$ cat src/sv/mss_pkg.sv
// ----------------------------------------------------------------------------
// mss_pkg: shared types for the minimum-swap sorter
// Word formats of the input and result channels and fixed field widths.
// ----------------------------------------------------------------------------
`default_nettype none

package mss_pkg;

	localparam int unsigned VALUE_W = 32;
	localparam int unsigned SWAP_W  = 6;
	localparam logic [SWAP_W-1:0] SWAP_MAX = '1;

	typedef struct packed {
		logic signed [VALUE_W-1:0] value;
		logic                      last;
	} item_t;

	typedef struct packed {
		logic [SWAP_W-1:0] swap_count;
		logic              overflow;
	} result_t;

endpackage

`default_nettype wire

$ cat src/sv/mss_cmp.sv
// ----------------------------------------------------------------------------
// mss_cmp: ordering comparator
// Decides whether a stored element sorts ahead of the element being ranked,
// by signed value first and arrival index second.
// ----------------------------------------------------------------------------
`default_nettype none

module mss_cmp #(
	parameter int unsigned IDX_W = 6
) (
	input  wire logic signed [mss_pkg::VALUE_W-1:0] other_value,
	input  wire logic        [IDX_W-1:0]            other_idx,
	input  wire logic signed [mss_pkg::VALUE_W-1:0] ref_value,
	input  wire logic        [IDX_W-1:0]            ref_idx,
	output logic                                    ahead
);
	import mss_pkg::*;

	logic less;
	logic equal;

	assign less   = other_value < ref_value;
	assign equal  = other_value == ref_value;
	// Equal values keep arrival order; the element itself never counts.
	assign ahead  = less || (equal && (other_idx < ref_idx));

endmodule

`default_nettype wire

$ cat src/sv/min_swaps_to_sort_by_cycles_core.sv
// ----------------------------------------------------------------------------
// min_swaps_to_sort_by_cycles_core: minimum swaps to sort a list
// Loads a list of signed values, ranks every element with one shared
// comparator, then walks the permutation cycles and reports the swap count.
// ----------------------------------------------------------------------------
//
//  channel   direction  handshake                 word
//  item      in         item_valid / item_stall   mss_pkg::item_t
//  result    out        result_valid / result_stall  mss_pkg::result_t
//
// Loading takes one word per cycle. After the last word the block stalls for
// ranking (one compare per cycle over the value store) and for cycle walking
// (a check per element and a walk step per swap), and then posts the result.
// Reset clears control state only; the stores need no clearing pass.
// A result waiting behind result_stall does not block loading of the next list.
// ----------------------------------------------------------------------------
`default_nettype none

module min_swaps_to_sort_by_cycles_core #(
	parameter int unsigned MAX_ITEMS = 64
) (
	input  wire logic              clk,
	input  wire logic              arst_n,
	input  wire logic              item_valid,
	output logic                   item_stall,
	input  wire mss_pkg::item_t    item,
	output logic                   result_valid,
	input  wire logic              result_stall,
	output mss_pkg::result_t       result
);
	import mss_pkg::*;

	localparam int unsigned IDX_W = (MAX_ITEMS > 1) ? $clog2(MAX_ITEMS) : 1;
	localparam int unsigned CNT_W = $clog2(MAX_ITEMS + 1);
	localparam int unsigned DW    = CNT_W + SWAP_W;

	typedef enum logic [3:0] {
		S_IDLE, S_RD_I, S_CAP_I, S_SWEEP, S_RWR, S_CRD, S_CHK, S_WALK, S_DONE
	} state_t;

	state_t state_q;

	logic [CNT_W-1:0] count_q;
	logic             ovf_q;
	logic [CNT_W-1:0] n_q;
	logic [IDX_W-1:0] i_q;
	logic [IDX_W-1:0] cj_q;
	logic [IDX_W-1:0] k_q;
	logic [IDX_W-1:0] rank_q;
	logic [CNT_W-1:0] cyc_q;
	logic signed [VALUE_W-1:0] vi_q;

	// Memories
	logic signed [VALUE_W-1:0] val_mem [MAX_ITEMS];
	logic        [IDX_W-1:0]   tgt_mem [MAX_ITEMS];
	logic                      vis_mem [MAX_ITEMS];
	logic signed [VALUE_W-1:0] val_rd_q;
	logic        [IDX_W-1:0]   tgt_rd_q;
	logic                      vis_rd_q;

	logic             item_acc;
	logic             full;
	logic [CNT_W-1:0] n_last;
	logic [IDX_W:0]   cj_inc;
	logic [IDX_W-1:0] val_addr;
	logic [IDX_W-1:0] tgt_raddr;
	logic             tgt_we;
	logic             vis_we;
	logic [IDX_W-1:0] vis_waddr;
	logic             vis_wdata;
	logic             ahead;
	logic [CNT_W-1:0] diff;
	logic [DW-1:0]    diff_w;
	logic [SWAP_W-1:0] swaps_sat;
	logic             i_is_last;
	logic             post_res;

	assign item_stall = state_q != S_IDLE;
	assign item_acc   = item_valid && !item_stall;
	assign full       = count_q == CNT_W'(MAX_ITEMS);
	assign n_last     = n_q - CNT_W'(1);
	assign cj_inc     = {1'b0, cj_q} + (IDX_W+1)'(1);
	assign i_is_last  = CNT_W'(i_q) == n_last;
	assign post_res   = (state_q == S_DONE) && (!result_valid || !result_stall);

	mss_cmp #(.IDX_W(IDX_W)) u_cmp (
		.other_value (val_rd_q),
		.other_idx   (cj_q),
		.ref_value   (vi_q),
		.ref_idx     (i_q),
		.ahead       (ahead)
	);

	always_comb begin
		unique case (state_q)
			S_RD_I:  val_addr = i_q;
			S_SWEEP: val_addr = cj_inc[IDX_W-1:0];
			default: val_addr = '0;
		endcase
	end

	always_comb begin
		unique case (state_q)
			S_CHK, S_WALK: tgt_raddr = tgt_rd_q;
			default:       tgt_raddr = i_q;
		endcase
	end

	assign tgt_we = state_q == S_RWR;

	always_comb begin
		vis_we    = 1'b0;
		vis_waddr = i_q;
		vis_wdata = 1'b1;
		unique case (state_q)
			S_IDLE: begin
				vis_we    = item_acc && !full;
				vis_waddr = count_q[IDX_W-1:0];
				vis_wdata = 1'b0;
			end
			S_CHK: begin
				vis_we = !vis_rd_q;
			end
			S_WALK: begin
				vis_we    = 1'b1;
				vis_waddr = k_q;
			end
			default: begin
				vis_we = 1'b0;
			end
		endcase
	end

	always_ff @(posedge clk) begin
		if (item_acc && !full) begin
			val_mem[count_q[IDX_W-1:0]] <= item.value;
		end
		val_rd_q <= val_mem[val_addr];
	end

	always_ff @(posedge clk) begin
		if (tgt_we) begin
			tgt_mem[rank_q] <= i_q;
		end
		tgt_rd_q <= tgt_mem[tgt_raddr];
	end

	always_ff @(posedge clk) begin
		if (vis_we) begin
			vis_mem[vis_waddr] <= vis_wdata;
		end
		vis_rd_q <= vis_mem[i_q];
	end

	// The permutation cycles are disjoint and cover every element, so swaps = n - cyc_q.
	assign diff      = n_q - cyc_q;
	assign diff_w    = DW'(diff);
	assign swaps_sat = (diff_w > DW'(SWAP_MAX)) ? SWAP_MAX : diff_w[SWAP_W-1:0];

	always_ff @(posedge clk or negedge arst_n) begin
		if (!arst_n) begin
			state_q      <= S_IDLE;
			count_q      <= '0;
			ovf_q        <= 1'b0;
			n_q          <= '0;
			i_q          <= '0;
			cj_q         <= '0;
			k_q          <= '0;
			rank_q       <= '0;
			cyc_q        <= '0;
			vi_q         <= '0;
			result_valid <= 1'b0;
			result       <= '0;
		end else begin
			if (post_res) begin
				result_valid <= 1'b1;
			end else if (result_valid && !result_stall) begin
				result_valid <= 1'b0;
			end
			unique case (state_q)
				S_IDLE: begin
					if (item_acc) begin
						if (item.last) begin
							n_q     <= full ? count_q : count_q + CNT_W'(1);
							count_q <= '0;
							ovf_q   <= ovf_q | full;
							i_q     <= '0;
							state_q <= S_RD_I;
						end else if (full) begin
							ovf_q <= 1'b1;
						end else begin
							count_q <= count_q + CNT_W'(1);
						end
					end
				end
				S_RD_I: begin
					state_q <= S_CAP_I;
				end
				S_CAP_I: begin
					vi_q    <= val_rd_q;
					cj_q    <= '0;
					rank_q  <= '0;
					state_q <= S_SWEEP;
				end
				S_SWEEP: begin
					rank_q <= rank_q + IDX_W'(ahead);
					if (CNT_W'(cj_q) == n_last) begin
						state_q <= S_RWR;
					end else begin
						cj_q <= cj_inc[IDX_W-1:0];
					end
				end
				S_RWR: begin
					if (i_is_last) begin
						i_q     <= '0;
						cyc_q   <= '0;
						state_q <= S_CRD;
					end else begin
						i_q     <= i_q + IDX_W'(1);
						state_q <= S_RD_I;
					end
				end
				S_CRD: begin
					state_q <= S_CHK;
				end
				S_CHK: begin
					if (!vis_rd_q) begin
						cyc_q <= cyc_q + CNT_W'(1);
					end
					if (!vis_rd_q && (tgt_rd_q != i_q)) begin
						k_q     <= tgt_rd_q;
						state_q <= S_WALK;
					end else if (i_is_last) begin
						state_q <= S_DONE;
					end else begin
						i_q     <= i_q + IDX_W'(1);
						state_q <= S_CRD;
					end
				end
				S_WALK: begin
					if (tgt_rd_q != i_q) begin
						k_q <= tgt_rd_q;
					end else if (i_is_last) begin
						state_q <= S_DONE;
					end else begin
						i_q     <= i_q + IDX_W'(1);
						state_q <= S_CRD;
					end
				end
				S_DONE: begin
					// Hold here while the previous result still waits.
					if (post_res) begin
						result.swap_count <= swaps_sat;
						result.overflow   <= ovf_q;
						ovf_q             <= 1'b0;
						state_q           <= S_IDLE;
					end
				end
				default: begin
					state_q <= S_IDLE;
				end
			endcase
		end
	end

	// A list in progress always holds at least one element.
	a_n_nonzero: assert property (@(posedge clk) disable iff (!arst_n)
		(state_q != S_IDLE) |-> (n_q != '0))
		else $error("list length is zero while computing");

	// A rank always addresses an entry of the current list.
	a_rank_range: assert property (@(posedge clk) disable iff (!arst_n)
		(state_q == S_RWR) |-> (CNT_W'(rank_q) < n_q))
		else $error("rank beyond list length");

	// No more cycles than elements can be found.
	a_cyc_range: assert property (@(posedge clk) disable iff (!arst_n)
		(state_q == S_DONE) |-> (cyc_q <= n_q) && (cyc_q != '0))
		else $error("cycle count out of range");

	// A new result is posted only on leaving the final state.
	a_result_src: assert property (@(posedge clk) disable iff (!arst_n)
		$rose(result_valid) |-> ($past(state_q) == S_DONE) && (state_q == S_IDLE))
		else $error("result posted outside the final state");

	// The load counter restarts after the last word of a list.
	a_count_clear: assert property (@(posedge clk) disable iff (!arst_n)
		(item_acc && item.last) |=> (count_q == '0))
		else $error("item counter not cleared after last word");

endmodule

`default_nettype wire

$ cat config.mk
export PLATFORM = sky130hd
export DESIGN_NAME = min_swaps_to_sort_by_cycles_core
export DESIGN_NICKNAME = d
export VERILOG_FILES = /design/src/sv/mss_pkg.sv /design/src/sv/mss_cmp.sv /design/src/sv/min_swaps_to_sort_by_cycles_core.sv
export SDC_FILE = /design/constraint.sdc
export NUM_CORES = 2
export LEC_CHECK = 0
export BUFFER_PORTS_ARGS = -buffer_cell sky130_fd_sc_hd__buf_2
export CAP_MARGIN = 20
export CORE_ASPECT_RATIO = 1.4
export CORE_MARGIN = 4
export CORE_UTILIZATION = 48
export DETAILED_ROUTE_END_ITERATION = 10
export HOLD_SLACK_MARGIN = 0.08
export PLACE_DENSITY = 0.65
export SYNTH_ARGS = -nofsm -noshare
export SYNTH_HDL_FRONTEND = slang
export SYNTH_SLANG_ARGS = --single-unit
$ cat constraint.sdc
create_clock -name clk -period 3.8 [get_ports clk]
set_input_delay 0.57 -clock clk [delete_from_list [all_inputs] [get_ports clk]]
set_output_delay 0.57 -clock clk [all_outputs]
set_load 0.05 [all_outputs]
==> results by group <==
Logic synthesis
  – Synth top cells by count: edfxtp_1 (2496), nand2_1 (1390), a211oi_1 (556)
  – Synth cell types: 80
  – Syn_area_per_cell: 14.43 um2
  – Yosys synthesis warning count: 0
  – Seq/Total Area, Yosys: 73.88%
  – Mapped Area: 105600 um2
  – Synth Net Count: 7404
  – FFs w/ async S/R, synth: 3.429%
  – Cell with the most instances after synthesis: edfxtp_1
  – Largest cells by area after synthesis: edfxtp_1 (71%), nand2_1 (4.9%), a211oi_1 (4.0%), mux2i_1 (2.4%), and3_1 (2.3%)
  – Synth top area share: 71.01%
  – Post-synth top area cell: edfxtp_1
  – #FFs+latches synth: 2625
  – Synth Flop Type: edfxtp_1
  – Post-synth EDFFs: 2496
  – Synth Instances: 7315

Place
  – Number of port buffers: 45
  – Post-detail-place hpwl: 185300 um
  – Placed Cells: 10280
  – Placer Congestion: 0.8831
  – Dpl cell area: 113600 um2

GRT
  – Grt total ovfl: 0
  – First-pass GRT wire length: 437200 um
  – Largest net degree at the start of global routing: 110
  – Antenna violations before repair: 13
  – Vias in the first global route: 64750
  – Total GRT Usage: 25.90%

Route
  – Initial drt markers: 7589
  – Final WL: 302200 um
  – Final ANT Viol Nets: 0
  – Vias post-DR: 66310
  – Residual DRC count: 0
  – Wirelength per Cell: 28.11 um
  – Vias/cell: 6.167
  – Detailed Routing Iterations Pass 1: 8

Critical path
  – Reg2Reg Setup Slack: 0.04 ns
  – Reg2reg start: state_q[3]
  – Worst Setup SP: state_q[3]
  – CP Class: flop to flop
  – Setup crit end: val_rd_q[4]
  – Setup crit start kind: flop
  – Worst r2r dst: val_rd_q[4]
  – Max FO, Critical Path: 24
  – Critical path required time: 4.53 ns
  – WP data arrival: 4.48 ns
  – CP Capture Type: flop
  – R2R depth: 13

Power
  – Comb power frac: 0.8%
  – P_leak: 41.88 nW
  – Sw Pwr: 11.01 mW
  – Switching share of power: 19.52%
  – Internal power: 45.41 mW
  – Pwr Total: 56.42 mW
  – Clk pwr share: 43.2%
  – Peak VDD IR: 386.9 uV
  – Pwr dens: 462.2 nW/um2
  – Sequential share of power: 55.9%

STA
  – Fin crit period: 3.756 ns
  – Setup violators final: 0
  – Final Skew: 0.05976 ns
  – Fin. max-slew vios: 0
  – Slew headroom: 22.56%
  – FMAX: 266.3 MHz
  – Hold Worst Slack: 0.07891 ns
  – Final period util: 98.84%
  – Hold Vio Cnt, Final: 0
  – Actual slew at the worst max-slew pin: 1.162 ns
  – RSZ-0062 raised after global routing: false
  – Fin Setup TNS: 0 ns

Run
  – Max-cap viol count: 0

Cells and area
  – Final net count: 7762
  – Share of layout cells above drive strength 1: 15.17%
  – Area Overhead vs Synth: 15.64%
  – Cell Count, Final, Fillers Out: 10750
  – Post-route design area: 122100 um2

Floorplanning
  – Die X: 404.3 um
  – Core ar.: 218700 um2
  – Die area: 227600 um2
  – Die height: 562.9 um
  – I/O pins: 46
  – Row count: 203
  – Initial core utilization: 48.27%

Clock network
  – Cts bufs inserted: 241
  – Clock-pin slew on the worst setup and hold paths: 0.07 ns
  – CTS Buffer Depth: 4
  – Clock Tree Root: clkbuf_16
  – CTS tree: built
  – Max H-tree Level: 4
  – CTS sink count: 2625
  – Later-pin clock latency in the skew report: 0.90 ns

Status
  – Outcome: finished, final reports clean

Worst hold path
  – HP Class: primary input to flop
==> metal layers <==
layer	global-route usage [%]	vias up	wire length, um
li1	-	28860	-
met1	32.90	33550	112500
met2	44.74	3175	152200
met3	3.490	713	23030
met4	11.12	6	14450
met5	0	-	41
==> what timing repair did <==
item,CTS,global route
setup endpoints to repair,13,19
setup buffers,1,0
resized for setup,12,30
cloned,0,3
endpoints found under the hold margin,61,54
pin swaps,1,1
hold buffers,2,7
==> worst max-delay path, cell delays in order, from the launching register on <==
cell and delay [ns]:
dfrtp_1 0.38, buf_4 0.18, nor3b_4 0.33, buf_12 0.20, o21a_4 0.20, buf_4 0.30
buf_4 0.32, buf_12 0.22, a211oi_1 0.07, a31oi_1 0.15, a211oi_1 0.16, a2111oi_0 0.42
buf_4 0.22, nor4bb_2 0.42
==> cell type report <==
type                       count  area (um2)
tap                         2870        3591
multi-input combinational   4118       25960
inverter                      62       236.5
antenna                        6       15.01
fill                       16960       96620
clock inverter               133        1365
sequential                  2625       77990
timing repair buffer         625        6344
clock buffer                 312        6559
==> sequential cells by signal, indices dropped and copies added, names as in the netlist, 4 cells and up <==
name,count
i_q,6
val_mem,2048
tgt_rd_q,6
result,7
vis_mem,64
state_q,4
n_q,7
cyc_q,7
count_q,7
val_rd_q,32
tgt_mem,384
rank_q,6
k_q,6
cj_q,6
vi_q,32
==> layout by cell type (no fill, tap or decap), types with 19 or more instances in the layout <==
| cell type | n |
|---|---|
| clkbuf_1 | 46 |
| nand4_1 | 31 |
| clkbuf_8 | 24 |
| dfxtp_1 | 39 |
| buf_2 | 44 |
| a31oi_1 | 277 |
| nand3_1 | 266 |
| a211oi_1 | 550 |
| bufinv_16 | 24 |
| nor2_1 | 179 |
| clkinv_1 | 31 |
| clkinvlp_4 | 19 |
| xnor2_1 | 24 |
| buf_4 | 428 |
| a32oi_1 | 32 |
| nor2_4 | 68 |
| or3_1 | 22 |
| a21o_1 | 19 |
| nand2_1 | 1389 |
| inv_1 | 61 |
| ha_1 | 51 |
| o21ai_0 | 73 |
| a22oi_1 | 37 |
| a21oi_1 | 75 |
| buf_12 | 126 |
| clkinv_2 | 45 |
| edfxtp_1 | 2496 |
| mux2i_1 | 252 |
| mux4_2 | 63 |
| and3_1 | 393 |
| clkbuf_16 | 245 |
| a311oi_1 | 66 |
| dfrtp_1 | 84 |
==> power by group through the flow <==
stage / clock network, mW / registers, mW / logic, mW
global placement: 0 / 32.2 / 0.417
finish: 24.4 / 31.6 / 0.468
CTS: 24.7 / 31.6 / 0.437
detailed placement: 0 / 32.2 / 0.436
floorplan: 0 / 32.2 / 0.00270
global route: 26.0 / 31.5 / 0.502
==> cell families (layout without fill, tap and decap cells) <==
| kind of cell | after synthesis | count (layout) | share of synthesized area, % |
|---|---|---|---|
| and+or+nand+nor | 2461 | 2461 | 10.60 |
| DFF | 2625 | 2625 | 73.88 |
| other | 0 | 6 | 0 |
| buffers and inverters | 572 | 1132 | 2.298 |
| xor gates and xnor gates | 41 | 41 | 0.4054 |
| adders and majority gates | 52 | 52 | 0.6235 |
| muxes | 328 | 328 | 3.871 |
| AOI/OAI and AO/OA | 1236 | 1236 | 8.318 |
==> how the worst min path moves through the flow <==
stage                       startpoint              end  slack [ns]  depth (start not counted)
after global placement    val_rd_q[14]         vi_q[14]        0.46                          2
after floorplan                 arst_n          cj_q[0]        0.27                          0
after CTS                      item[0]       count_q[2]        0.09                          4
final                         item[22]  val_mem[27][21]        0.08                          1
after detailed placement  val_rd_q[25]         vi_q[25]        0.46                          2
after global routing          item[22]  val_mem[30][21]        0.08                          1
==> per-stage QoR <==
step / utilization (%) / setup WS [ns]
3_3_place_gp: 51.92 / -0.5263
5_1_grt: 55.81 / 0.005082
3_5_place_dp: 51.93 / -0.2788
4_1_cts: 55.59 / -0.001589
2_1_floorplan: - / 0.05136
6_report: 55.82 / 0.04423
No activity file was read; power rests on OpenSTA's default activity.
